==> src/sv/zhl_pkg.sv <==
`timescale 1ns / 1ps
`default_nettype none
package zhl_pkg;

    localparam int NUM_POSITIONS = 45;
    localparam int MASK_W        = 45;
    localparam int BOARD_W       = (NUM_POSITIONS < MASK_W) ? NUM_POSITIONS : MASK_W;
    localparam int POS_W         = (NUM_POSITIONS > 1) ? $clog2(NUM_POSITIONS) : 1;
    localparam int KEY_CNT_W     = $clog2(2 * NUM_POSITIONS + 1);
    localparam int TURN_IDX      = 2 * NUM_POSITIONS;

    localparam int STATE_W = 48;
    localparam int HALF_W  = 24;
    localparam int MUL_W   = 35;
    localparam int PROD_W  = HALF_W + MUL_W;
    localparam int DRAW_W  = 32;
    localparam int KEY_W   = 64;

    localparam logic [MUL_W-1:0]   LCG_MUL    = 35'h5DEECE66D;
    localparam logic [STATE_W-1:0] LCG_ADD    = 48'hB;
    localparam logic [STATE_W-1:0] SEED_RESET = 48'd12345;

    localparam logic [MASK_W-1:0] BOARD_MASK = MASK_W'((65'd1 << BOARD_W) - 65'd1);

    typedef struct packed {
        logic                 load;
        logic [STATE_W-1:0]   load_value;
        logic                 step;
    } lcg_ctrl_t;

    typedef struct packed {
        logic                 done;
        logic [DRAW_W-1:0]    draw;
    } lcg_stat_t;

    // index of the lowest set bit
    function automatic logic [POS_W-1:0] lowest_set(input logic [MASK_W-1:0] mask);
        logic [POS_W-1:0] idx;
        idx = '0;
        for (int i = MASK_W - 1; i >= 0; i--)
        begin
            if (mask[i])
            begin
                idx = POS_W'(i);
            end
        end
        return idx;
    endfunction

endpackage
`default_nettype wire

==> src/sv/zhl_lcg.sv <==
`timescale 1ns / 1ps
`default_nettype none
module zhl_lcg (
    input  wire logic                clk,
    input  wire logic                rst_n,
    input  wire zhl_pkg::lcg_ctrl_t  ctrl,
    output zhl_pkg::lcg_stat_t       stat
);

    localparam logic [1:0] PH_IDLE = 2'd0;
    localparam logic [1:0] PH_LO   = 2'd1;
    localparam logic [1:0] PH_HI   = 2'd2;
    localparam logic [1:0] PH_ADD  = 2'd3;

    logic [1:0]                    phase_reg;
    logic [1:0]                    phase_next;
    logic [zhl_pkg::STATE_W-1:0]   state_reg;
    logic [zhl_pkg::STATE_W-1:0]   plo_reg;
    logic [zhl_pkg::HALF_W-1:0]    phi_reg;
    logic                          done_reg;
    logic [zhl_pkg::HALF_W-1:0]    mul_op;
    logic [zhl_pkg::PROD_W-1:0]    prod;

    // one multiplier, used for the low half and then the high half of the state
    assign mul_op = (phase_reg == PH_HI) ? state_reg[zhl_pkg::STATE_W-1:zhl_pkg::HALF_W]
                                         : state_reg[zhl_pkg::HALF_W-1:0];
    assign prod = zhl_pkg::PROD_W'(mul_op) * zhl_pkg::PROD_W'(zhl_pkg::LCG_MUL);

    always_comb
    begin
        phase_next = phase_reg;
        unique case (phase_reg)
            PH_IDLE:
            begin
                if (ctrl.step)
                begin
                    phase_next = PH_LO;
                end
            end
            PH_LO:   phase_next = PH_HI;
            PH_HI:   phase_next = PH_ADD;
            PH_ADD:  phase_next = PH_IDLE;
            default: phase_next = PH_IDLE;
        endcase
        if (ctrl.load)
        begin
            phase_next = PH_IDLE;
        end
    end

    always_ff @(posedge clk or negedge rst_n)
    begin
        if (!rst_n)
        begin
            phase_reg <= PH_IDLE;
            done_reg  <= 1'b0;
            state_reg <= '0;
        end
        else
        begin
            phase_reg <= phase_next;
            done_reg  <= (phase_reg == PH_ADD) && !ctrl.load;
            if (ctrl.load)
            begin
                state_reg <= ctrl.load_value;
            end
            else if (phase_reg == PH_ADD)
            begin
                state_reg <= plo_reg + {phi_reg, {zhl_pkg::HALF_W{1'b0}}} + zhl_pkg::LCG_ADD;
            end
        end
    end

    always_ff @(posedge clk)
    begin
        if (phase_reg == PH_LO)
        begin
            plo_reg <= prod[zhl_pkg::STATE_W-1:0];
        end
        if (phase_reg == PH_HI)
        begin
            phi_reg <= prod[zhl_pkg::HALF_W-1:0];
        end
    end

    assign stat.done = done_reg;
    assign stat.draw = state_reg[zhl_pkg::STATE_W-1:zhl_pkg::STATE_W-zhl_pkg::DRAW_W];

endmodule
`default_nettype wire

==> config.mk <==
export PLATFORM = sky130hd
export DESIGN_NAME = zhl_lcg
export DESIGN_NICKNAME = d
export VERILOG_FILES = /design/src/sv/zhl_pkg.sv /design/src/sv/zhl_lcg.sv
export SDC_FILE = /design/constraint.sdc
export NUM_CORES = 1
export LEC_CHECK = 0
export ABC_AREA = 1
export BUFFER_PORTS_ARGS = -buffer_cell sky130_fd_sc_hd__buf_2
export CAP_MARGIN = 10
export CORE_AREA = 2 2 203 205
export DETAILED_ROUTE_END_ITERATION = 16
export DIE_AREA = 0 0 205 207
export PLACE_DENSITY = 0.71
export SETUP_SLACK_MARGIN = 0.02
export SLEW_MARGIN = 20
export SYNTH_ARGS = -nofsm -noshare
export SYNTH_HDL_FRONTEND = slang
export SYNTH_SLANG_ARGS = --single-unit
==> constraint.sdc <==
create_clock -name clk -period 10.38 [get_ports clk]
set_input_delay 1.038 -clock clk [delete_from_list [all_inputs] [get_ports clk]]
set_output_delay 1.038 -clock clk [all_outputs]
set_load 0.005 [all_outputs]
### Yosys cells after proc, flatten, opt, wreduce, memory -nomap -nowiden

Cells that the tools add are included.

| storage, ports and cells | value |
|---|---|
| input bits | 52 |
| word-level logic and storage cells | 22 |
| output and inout port bits | 33 |
| flip-flop bits (word level) | 123 |

| operators by class | value |
|---|---|
| mux-type cells | 6 |
| reductions and logical operators | 4 |
| $add $sub $neg | 2 |
| multiply operators | 1 |
| equal/unequal tests | 4 |

Operators with widths:

| cell | count |
|---|---|
| 48-bit 2-to-1 mux | 2 |
| 48-bit by 4-bit adder with 48-bit output, second input constant | 1 |
| 48-bit adder | 1 |
| 24-bit by 35-bit multiplier with 48-bit output, second input constant | 1 |
| 24-bit 2-to-1 mux | 1 |
| 2-bit case mux with 4 select lines | 1 |
| 2-bit equality test, second input constant | 2 |
| 2-bit 2-to-1 mux | 2 |
| 3-bit inequality test, second input constant | 1 |
| 2-bit by 1-bit equality test with 1-bit output, second input constant | 1 |
| 2-bit zero test | 1 |
| 2-bit nonzero test | 1 |
| 1-bit logical AND | 1 |
| 1-bit zero test | 1 |

### Logic depth before layout (Yosys ltp)

| depth | value |
|---|---|
| depth in word-level cells | 4 |
| mapped depth | 35 |
| gate-level depth less buffers | 33 |

### Worst setup path before layout

Ideal clock, no wire load.

| timing | value |
|---|---|
| path type | register -> register |
| start point | register phase_reg[0] |
| end point | register plo_reg[47] (netlist bit), data pin |
| period minus slack after synthesis | 7.611 ns |
| arrival | 7.359 ns |
| cell stages (with the launch flop) | 32 |
| slack | 2.769 ns |
| setup time | 0.252 ns |
| buffers on the path | 2 |
| required time | 10.128 ns |
| cell sequence | dfrtp_1 inv_1 ha_1 buf_4 clkbuf_1 nand2_1 o21ai_0 inv_1 fa_1 inv_1 fa_1 fa_1 inv_1 fa_1 inv_1 fa_1 fa_1 inv_1 fa_1 inv_1 ha_1 nand2_1 nor2_1 nand2_1 inv_1 nand2_1 nor2_1 nand2_1 inv_1 nor2_1 nand2_1 nand2_1 |

| on the way | value |
|---|---|
| longest elaborated chain between the ends | 3 |

Ends and longest elaborated chain:

| element | RTL line | text |
|---|---|---|
| start, declared | zhl_lcg.sv:15 | `logic [1:0] phase_reg;` |
| start signal, assigned | zhl_lcg.sv:61 | `phase_reg <= phase_next;` |
| 2-bit equality test | zhl_lcg.sv:25 | `assign mul_op = (phase_reg == PH_HI) ? state_reg[zhl_pkg::STATE_W-1:zhl_pkg::HALF_W]` |
| 24-bit 2-to-1 mux | zhl_lcg.sv:25 |  |
| 24-bit by 35-bit multiplier with 48-bit output | zhl_lcg.sv:27 | `assign prod = zhl_pkg::PROD_W'(mul_op) * zhl_pkg::PROD_W'(zhl_pkg::LCG_MUL);` |
| net prod (one bit) | zhl_lcg.sv:22 | `logic [zhl_pkg::PROD_W-1:0] prod;` |
| end signal, assigned | zhl_lcg.sv:78 | `plo_reg <= prod[zhl_pkg::STATE_W-1:0];` |
| end, declared | zhl_lcg.sv:18 | `logic [zhl_pkg::STATE_W-1:0] plo_reg;` |

The timed path passes the listed nets, and every way through them passes these cells.
A chain may end at the register's enable or synchronous reset.

### Final worst setup path

| timing | value |
|---|---|
| start point | register phase_reg[0] |
| end point | register plo_reg[44] (netlist bit), data pin |

| on the way | value |
|---|---|
| longest elaborated chain between the ends | 3 |

Ends and longest elaborated chain:

| element | RTL line | text |
|---|---|---|
| 2-bit equality test | zhl_lcg.sv:25 |  |
| 24-bit 2-to-1 mux | zhl_lcg.sv:25 |  |
| net mul_op (one bit) | zhl_lcg.sv:21 | `logic [zhl_pkg::HALF_W-1:0] mul_op;` |
| 24-bit by 35-bit multiplier with 48-bit output | zhl_lcg.sv:27 |  |
| net prod (one bit) | zhl_lcg.sv:22 |  |

The timed path passes the listed nets, and every way through them passes these cells.

==> impl_metrics.yaml <==
floorplan:
  ios: 85
  die-area_mm2: 0.04244
  coreArea_mm2: 0.04037
  initial_utilization_pct: 54.20
  die_w_um: 205
  die_h_um: 207
  num_rows: 74
detailed_routing:
  drc: 0
  drt_iter0_drc: 1595
  dr.pass1.iters: 5
  ant_nets: 0
  wire_per_inst_um: 22.52
  num_vias: 17729
  drt-total-wl_um: 73230
  viasPerCell: 5.452
setup_path:
  startpoint_type: "flip-flop"
  r2r_setup_slack_ns: 1.34
  end_kind: "flip-flop"
  path_class: "flip-flop to flip-flop"
  r2r-end: "plo_reg[44]"
  crit_path_max_fanout: 47
  crit_required_ns: 10.57
  worst_r2r_path_depth: 23
  r2r-start: "phase_reg[0]"
  arrival_ns: 9.23
clocking:
  clkSinkCount: 123
  cts.reportedPaths.clkPinSlew_ns: 0.07
  cts.path.max_buffers: 2
  cts-buffers-inserted: 17
  postCtsHoldBufs: 0
  insertion_delay_ns: 0.44
  cts_resized: 0
  root_buffer: "clkbuf_16"
  cts_tree: "yes"
  postCtsSetupRepairBufs: 0
  cts_max_level: 4
global_routing:
  grt-ovfl-total: 0
  grt_pass1_wl_um: 112400
  grt_max_degree: 53
  grtUsageTotal_pct: 36.30
  antenna_found_initial: 1
  first_global_vias: 18604
final_layout:
  layout_commonest_cell: "inv_1"
  final_area_mm2: 0.02332
  diodes: 0
  finalNetCount: 3336
  drive_gt1_share_pct: 7.610
  area_growth_pct: 6.582
  mostFrequentLayoutCells: "inv_1 (726), nand2_1 (574), fa_1 (353), ha_1 (222), nor2_1 (146)"
job:
  max_cap_violations: 0
logic_synthesis:
  netlist.area_leader.share_pct: 32.30
  synth-warning-count: 0
  synth_area_leaders: "fa_1 (32%), ha_1 (13%), inv_1 (12%)"
  synth-edff-count: 72
  synth_cells: 2641
  seq_area_frac_synth_pct: 15.71
  synthFlopType: "edfxtp_1"
  synth_top_cell_by_area: "fa_1"
  syn_nets: 3270
  ys_ff_latch: 123
  avgSynthCellArea_um2: 8.285
  synth-async-reset-ratio_pct: 41.46
  synth_cell_types: 41
  synth_area_mm2: 0.02188
hold_path:
  whs_endpoint: "state_reg[3]"
  hold_path_startpoint: "state_reg[3]"
  min_delay_path_depth: 2
  hold_class: "flip-flop to flip-flop"
timing:
  setup_violations: 0
  period_minus_slack_ns: 9.044
  finalHoldViolCount: 0
  drv_slew: 0
  max_freq_mhz: 110.6
  fin_setup_tns_ns: 0
  clock_skew_ns: 0.01307
  maxSlewHeadroom_pct: 22.44
  layout_setup_ws_ns: 1.336
  grt_setup_unrepaired: "no"
  worstMarginPinSlew_ns: 1.151
  min_period_over_period_pct: 87.13
  hold_ws_ns: 0.4961
status:
  outcome: "completed"
placement:
  io_buffers: 84
  place.gp.congestion: 1.028
  post_dp_cell_area_mm2: 0.02276
  place_ws_ns: 1.690
  hpwl_um: 64890
==> synthesized netlist by cell type, types with 32 or more instances <==
library cell,count
nand3_1,90
a22oi_1,32
ha_1,224
xor2_1,34
o21ai_0,55
fa_1,353
nand2_1,574
edfxtp_1,72
a21oi_1,71
inv_1,726
nor2_1,147
buf_4,34
dfrtp_1,51
==> cell type report <==
cell class / count / area (um^2)
sequential: 123 / 3438
fill: 3741 / 17050
timing repair buffer: 99 / 535.5
multi-input combinational: 1737 / 15380
inverter: 729 / 2736
clock buffer: 18 / 439.2
clock inverter: 14 / 122.6
tap: 532 / 665.6
==> through the flow <==
stage               utilization, %  std cells
floorplan                        -       2641
global placement             56.37       3220
detailed placement           56.37       3220
CTS                          57.76       3252
global route                 57.77       3252
finish                       57.77       3252
==> worst max-delay path: stages (launching register included) <==
cell	delay [ns]
dfrtp_1	0.39
inv_1	0.09
ha_2	0.45
buf_4	0.38
o21ai_0	0.94
inv_1	0.55
ha_1	0.70
inv_1	0.16
fa_1	0.60
inv_1	0.10
fa_1	0.47
fa_1	0.50
fa_1	0.52
fa_1	0.57
fa_1	0.45
ha_1	0.45
a21oi_1	0.52
o21ai_0	0.30
inv_1	0.12
nand2_1	0.08
a21oi_1	0.17
nand3_1	0.09
nand2_1	0.07
nand2_1	0.06
==> kinds of logic (layout without fill, tap and decap cells) <==
kind of cell    Yosys count  count (layout)  share of synthesized area, %
xor+xnor                 53              53                         2.156
buf+inv                 781             860                         14.02
compound gates          202             202                         5.467
simple gates            904             904                         17.49
fa+ha+maj               577             577                         45.11
flops                   123             123                         15.71
mux                       1               1                       0.05146
==> metal layers <==
layer  global-route usage [%]  vias up  wire length [um]
met1                    50.27     8641             30220
met3                    8.417      159              7602
met2                    54.62      898             31800
met4                    15.83        0              3606
li1                         -     8031                 -
met5                        0        -                 0
==> worst max-delay path by stage <==
stage	startpoint	endpoint	slack (ns)	cells after the start
6_report	phase_reg[0]	plo_reg[44]	1.34	23
5_1_grt	phase_reg[0]	plo_reg[44]	1.14	23
4_1_cts	phase_reg[0]	plo_reg[24]	1.68	20
3_5_place_dp	phase_reg[0]	plo_reg[25]	1.69	24
3_3_place_gp	phase_reg[0]	plo_reg[24]	1.61	20
2_1_floorplan	phase_reg[0]	plo_reg[47]	2.77	31
Power is left out: the tool's default activity adds up to more than one toggle a clock period on the data nets, which glitch-free logic cannot reach.
